$ cat src/hw/rtl/srd_pkg.sv
// Shared types and constants for the sorted duplicate reporter.
// No dependencies; every other file of the block imports this package.
`timescale 1ns / 1ps

package srd_pkg;

    localparam int DATA_W = 32;

    typedef logic signed [DATA_W-1:0] t_word;

    typedef enum logic {
        ST_LOAD,
        ST_DRAIN
    } t_state;

    // Commands from the controller to the row of sorting cells.
    typedef struct packed {
        logic load;
        logic shift;
    } t_chain_ctrl;

    // Status from the duplicate scanner back to the controller.
    typedef struct packed {
        logic step;
        logic done;
    } t_scan_stat;

endpackage

$ cat src/hw/rtl/srd_dup_scan.sv
// Scans the sorted values as they leave the head of the row and drives the result stream.
// Depends on srd_pkg.
`timescale 1ns / 1ps

module srd_dup_scan (
    input  logic               i_clk,
    input  logic               i_rst_n,
    input  logic               i_active,
    input  logic               i_head_valid,
    input  srd_pkg::t_word      i_head_val,
    input  logic               i_overflow,
    input  logic               i_m_tready,
    output srd_pkg::t_scan_stat o_stat,
    output logic               o_m_tvalid,
    output logic [31:0]        o_m_tdata,   // dup_value[31:0]
    output logic [1:0]         o_m_tuser,   // found[0], overflow[1]
    output logic               o_m_tlast    // last_result
);
    import srd_pkg::*;

    t_word r_prev;
    t_word n_prev;
    logic  r_prev_valid;
    logic  n_prev_valid;
    logic  r_reported;
    logic  n_reported;
    t_word r_pend;
    t_word n_pend;
    logic  r_pend_valid;
    logic  n_pend_valid;

    logic  r_out_valid;
    logic  n_out_valid;
    t_word r_out_val;
    t_word n_out_val;
    logic  r_out_found;
    logic  n_out_found;
    logic  r_out_ovf;
    logic  n_out_ovf;
    logic  r_out_last;
    logic  n_out_last;

    logic  w_out_free;
    logic  w_is_dup;
    logic  w_push;

    assign w_out_free = !r_out_valid || i_m_tready;
    assign w_is_dup   = i_head_valid && r_prev_valid && (i_head_val == r_prev) && !r_reported;

    always_comb begin
        n_prev       = r_prev;
        n_prev_valid = r_prev_valid;
        n_reported   = r_reported;
        n_pend       = r_pend;
        n_pend_valid = r_pend_valid;
        n_out_valid  = r_out_valid && !i_m_tready;
        n_out_val    = r_out_val;
        n_out_found  = r_out_found;
        n_out_ovf    = r_out_ovf;
        n_out_last   = r_out_last;
        o_stat       = '0;
        w_push       = 1'b0;

        if (i_active) begin
            if (i_head_valid) begin
                // A new duplicate pushes out the one held back, which is then known not to be last.
                w_push      = w_is_dup && r_pend_valid;
                o_stat.step = !w_push || w_out_free;
                if (o_stat.step) begin
                    if (w_is_dup) begin
                        n_pend       = i_head_val;
                        n_pend_valid = 1'b1;
                        n_reported   = 1'b1;
                    end else if (!r_prev_valid || (i_head_val != r_prev)) begin
                        n_reported = 1'b0;
                    end
                    n_prev       = i_head_val;
                    n_prev_valid = 1'b1;
                    if (w_push) begin
                        n_out_valid = 1'b1;
                        n_out_val   = r_pend;
                        n_out_found = 1'b1;
                        n_out_ovf   = i_overflow;
                        n_out_last  = 1'b0;
                    end
                end
            end else begin
                // Row is empty: emit the held duplicate as the last one, or the empty report.
                w_push      = 1'b1;
                o_stat.step = w_out_free;
                o_stat.done = w_out_free;
                if (w_out_free) begin
                    n_out_valid  = 1'b1;
                    n_out_val    = r_pend_valid ? r_pend : '0;
                    n_out_found  = r_pend_valid;
                    n_out_ovf    = i_overflow;
                    n_out_last   = 1'b1;
                    n_prev_valid = 1'b0;
                    n_reported   = 1'b0;
                    n_pend_valid = 1'b0;
                end
            end
        end
    end

    always_ff @(posedge i_clk) begin
        r_prev      <= n_prev;
        r_pend      <= n_pend;
        r_out_val   <= n_out_val;
        r_out_found <= n_out_found;
        r_out_ovf   <= n_out_ovf;
        r_out_last  <= n_out_last;
        if (!i_rst_n) begin
            r_prev_valid <= 1'b0;
            r_reported   <= 1'b0;
            r_pend_valid <= 1'b0;
            r_out_valid  <= 1'b0;
        end else begin
            r_prev_valid <= n_prev_valid;
            r_reported   <= n_reported;
            r_pend_valid <= n_pend_valid;
            r_out_valid  <= n_out_valid;
        end
    end

    assign o_m_tvalid = r_out_valid;
    assign o_m_tdata  = r_out_val;
    assign o_m_tuser  = {r_out_ovf, r_out_found};
    assign o_m_tlast  = r_out_last;

endmodule

$ cat config.mk
export PLATFORM = sky130hd
export DESIGN_NAME = srd_dup_scan
export DESIGN_NICKNAME = d
export VERILOG_FILES = /design/src/hw/rtl/srd_pkg.sv /design/src/hw/rtl/srd_dup_scan.sv
export SDC_FILE = /design/constraint.sdc
export NUM_CORES = 1
export LEC_CHECK = 0
export ABC_AREA = 1
export BUFFER_PORTS_ARGS = -buffer_cell sky130_fd_sc_hd__buf_2
export CAP_MARGIN = 10
export CELL_PAD_IN_SITES_DETAIL_PLACEMENT = 1
export CELL_PAD_IN_SITES_GLOBAL_PLACEMENT = 2
export CORE_ASPECT_RATIO = 1.1
export CORE_MARGIN = 8
export CORE_UTILIZATION = 32
export CTS_CLUSTER_SIZE = 12
export DETAILED_ROUTE_END_ITERATION = 8
export PLACE_DENSITY_LB_ADDON = 0.1
export SLEW_MARGIN = 20
export SYNTH_ARGS = -nofsm -noshare
export SYNTH_HDL_FRONTEND = slang
export SYNTH_SLANG_ARGS = --single-unit
export TNS_END_PERCENT = 10
$ cat constraint.sdc
create_clock -name i_clk -period 3.4 [get_ports i_clk]
set_input_delay 0.34 -clock i_clk [delete_from_list [all_inputs] [get_ports i_clk]]
set_output_delay 0.34 -clock i_clk [all_outputs]
set_load 0.01 [all_outputs]
Yosys cells after proc, flatten, opt, wreduce, memory -nomap -nowiden
Cells that the tools add are included.

operators by class
  multipliers = 0
  bitwise operators = 0
  add/sub/neg operators = 0
  eq/ne operators = 6
  div/mod/pow operators = 0
  muxes and demuxes = 35
  reduce and logical (&&, ||, !) cells = 20
  magnitude comparators = 0
  shifts and indexed selects = 0

operator list
  operator              number
  $mux W32              5
  $eq A32 B32 Y1        1
  $ne A32 B32 Y1        1
  $mux W1               29
  $reduce_and A4 Y1     4
  $ne A2 B1 Y1 const B  3
  $reduce_and A3 Y1     2
  $logic_and A1 B1 Y1   5
  $logic_not A1 Y1      5
  $logic_or A1 B1 Y1    3
  $ne A3 B1 Y1 const B  1
  $mux W2               1
  $reduce_bool A2 Y1    1

storage, ports and cells
  bits in registers = 103
  RAM bits = 0
  latch bits = 0
  output and inout bits = 38
  memory bits (read-only) = 0
  input bits = 38
  memories kept = 0
  logic and storage cells = 71

Depth between registers and ports, before layout
  depth in word-level cells = 9
  depth in mapped cells = 13
  mapped depth without buffers = 13

Worst setup path before layout
No wires, ideal clock.

  path type = flip-flop to flip-flop
  start = reg r_prev[2]
  end = reg r_out_val[0], in the netlist o_m_tdata[0], enable pin
  setup time = 439 ps
  data required time = 2961 ps
  data arrival time = 2853 ps
  buffers on the path = 0
  slack = 108 ps
  clock period less this slack = 3292 ps
  cell stages (with the launch flop) = 7
  cell sequence = edfxtp_1 -> xor2_1 -> nor3_1 -> nand3_2 -> nor2_4 -> nand4_1 -> a21oi_1

between the ends
  word-level cells in the longest chain between the ends = 8
  elaborated cells between the ends (all ways) = 9
  those cells by class = eq/ne (3); reduce/logical (6)

ends and longest elaborated chain
  item                                    line                 source
  start, declared                         srd_dup_scan.sv:21   t_word r_prev;
  start signal, assigned                  srd_dup_scan.sv:107  r_prev <= n_prev;
  $eq A32 B32 Y1 (*)                      srd_dup_scan.sv:48   assign w_is_dup = i_head_valid && r_prev_valid && (i_head_val == r_prev) && !r_reported;
  $logic_and A1 B1 Y1 (*) (2 in series)   srd_dup_scan.sv:48
  $logic_and A1 B1 Y1 (*)                 srd_dup_scan.sv:67   w_push = w_is_dup && r_pend_valid;
  $logic_not A1 Y1                        srd_dup_scan.sv:68   o_stat.step = !w_push || w_out_free;
  $logic_or A1 B1 Y1                      srd_dup_scan.sv:68
  $ne A2 B1 Y1 (no source line)           n/a
  $reduce_and A4 Y1 (no source line) (*)  n/a
  end signal, assigned                    srd_dup_scan.sv:109  r_out_val <= n_out_val;
  end, declared                           srd_dup_scan.sv:34   t_word r_out_val;

Mark *: on every way between the ends. The rest lies on a longest branch, timed or not.
A chain may end at the register's enable or synchronous reset.

Worst setup path in the final report
  start = reg r_prev[2]
  end = reg r_out_val[6], in the netlist o_m_tdata[6], enable pin

The elaborated chain is that of the path after synthesis.

==> metrics.txt <==
Post-synth top cells 99 x edfxtp_1, 85 x inv_1, 73 x nand2_1; DIE HEIGHT between 100 and 150 um; cell count after synthesis 353; CTS H-Tree Depth 3; Antenna Cells 0; number of port buffers 75; pin count of the biggest net entering global routing 34; Max-Cap Viols 0; CTS tree done; area grow syn2layout 21.63%; hold buffers post-CTS 0; Clock Skews ~0.0096 ns; asr flop ratio synth 0%; Final Cycle Share a little over two thirds; I/O pin total 76; net count after synthesis between 300 and 400; # Post-CTS Setup Buffers 0; layout cells sized above 1 24.49%; CP arrival roughly 2.4 ns; Num Clock Sinks just over 100; Internal approximately 2.0 mW; unrepaired setup endpoints after global routing false; most common cell in the netlist edfxtp_1; Clock Power Share about two fifths; Iter 0 DRT Violations between 60 and 70; Synth cell types 24; Sw Ratio 23.43%; via count 2521; Starting Density between 30% and 40%; core area between 10000 and 15000 sq um; clk buf depth 2; DRT antenna net count 0; CP Launch Type flop; CTS buffer count 9; pwr/cell area between 500 and 600 nW/um^2; initial antenna violation count 0; die area around 17000 sq um; Final #Nets about 470; post-route DRC violation count 0; DR WL/cell between 10 and 15 um; cell area after synthesis approximately 4100 sq um; Slew HR between 40% and 50%; top-area cell type share of the netlist area between 70% and 80%; Detailed Route WL around 8600 um; EDFF count, synth 99; Worst setup EP type flop; area leader, netlist edfxtp_1; CP Class reg2reg; Pleak approximately 2.2 nW; Worst Slack Setup Final ~1 ns; global-route wire length before repair about 14000 um; HPWL after DPL 6193 um; slew at the pin closest to its max-slew limit 0.8421 ns; sw power slightly above 0.6 mW; Worst Hold Class in2reg; Comb power frac ~6.6%; Slew Viols, Final 0; number of synthesized register bits approximately 100; Root Driver clkbuf_16; die width around 120 um; post_cts resized 0; Avg Inst Size Synth 11.69 sq um; Final GP Congestion a little under 0.7; Tmin final 2.380 ns; FP Rows 43; Layout Utilization between 30% and 40%; critical path peak fanout 24; Critical Path RT roughly 3.4 ns; Overflow after GRT 0; pre-CTS setup slack between 0.9 and 1 ns; worst skew pair latency between 0.3 and 0.4 ns; Synth Flop Type edfxtp_1; top cells by area, synth edfxtp_1 72%, inv_1 7.7%, nand2_1 6.6%; CTS clock-pin slew for the worst setup and hold paths roughly 0.080 ns; worst-case vdd ir drop slightly above 0.2 mV; Cell Count, Final, Fillers Out 598; final hold viol count 0; status completed; Reg power frac ~55%; Synth Warn # 0; f_max 0.4201 GHz; placed cell count 582; sequential share of the synthesized area between 70% and 80%; DR pass1 iterations 4; Setup TNS 0 ns; Vias per Instance around 4.2; GRT Resource Usage Total between 10% and 20%; vias in the first global route about 2800; Setup Viol. Count Final 0
path summary, 6_finish.rpt:
check	end	startpoint	slack, ns	cells after the start
max	o_m_tdata[6]$_DFFE_PP_	r_prev[2]$_DFFE_PP_	1.02	7
min	r_out_ovf$_DFFE_PP_	i_overflow	0.17	1
max reg2reg	o_m_tdata[6]$_DFFE_PP_	r_prev[2]$_DFFE_PP_	1.02	7
min reg2reg	r_prev_valid$_SDFFE_PN0P_	r_prev_valid$_SDFFE_PN0P_	0.49	2
metal layers:
| layer | wire [um] | track usage [%] |
|---|---|---|
| met1 | 3859 | 12.04 |
| met5 | 0 | 0 |
| met4 | 163 | 5.425 |
| met3 | 314 | 2.352 |
| met2 | 4282 | 18.42 |
registers in the layout (all words and copies together), names as in the netlist:
signal	cells
r_out_ovf	1
r_out_found	1
o_m_tdata	32
r_reported	1
o_m_tlast	1
r_pend_valid	1
r_prev	32
o_m_tvalid	1
r_pend	32
r_prev_valid	1
cells in the final DEF (no fill, tap or decap), drive strengths merged:
cell      netlist  final
or2             3      3
nand3           5      5
o21ai           7      7
xor2            3      3
inv            86     91
a21oi           3      3
nor3            2      2
o21a            1      1
nor2           54     54
nand4           5      5
dfxtp           4      4
edfxtp         99     99
clkbuf          3      9
clkinv          0      1
buf             2     77
nand2          74     74
xnor2           2      2
clkinvlp        0      1
stage by stage:
stage	power, mW	instance area, sq um	hold slack [ns]
floorplan	1.575	4125	0.4389
global placement	1.660	4730	0.4633
detailed placement	1.665	4730	0.4804
CTS	2.676	5017	0.1657
global route	2.740	5017	0.1743
finish	2.633	5017	0.1750
cell families (layout without fill, tap and decap cells):
kind of cell           after synthesis  in the layout  synth area share, %
flip-flops                         103            103                74.01
AO/OA/AOI/OAI                       11             11                1.486
AND/OR/NAND/NOR                    143            143                14.98
buffers and inverters               91            179                8.462
XOR/XNOR                             5              5                1.062
area by class of cell:
type                            count  area [sq um]
Multi-Input combinational cell    159         742.0
Tap cell                          157         196.4
Clock buffer                        9         225.2
Inverter                           86         322.8
Clock inverter                      7         62.56
Timing Repair Buffer               77         415.4
Sequential cell                   103          3053
Fill cell                        1428          7572
power groups by stage:
stage          Clock [mW]  Combinational [mW]  Sequential (mW)
6_report             1.00               0.173             1.46
3_3_place_gp            0               0.177             1.48
4_1_cts              1.04               0.181             1.46
3_5_place_dp            0               0.180             1.48
5_1_grt              1.08               0.199             1.46
2_1_floorplan           0              0.0841             1.49
critical path, stage by stage, from the launching register on:
cell	delay (ns)
edfxtp_1	0.39
xor2_1	0.17
nor3_1	0.30
nand3_2	0.17
nor2_4	0.18
nand4_1	0.16
a21oi_4	0.45
buf_12	0.25
Power figures use the tool's default switching activity.
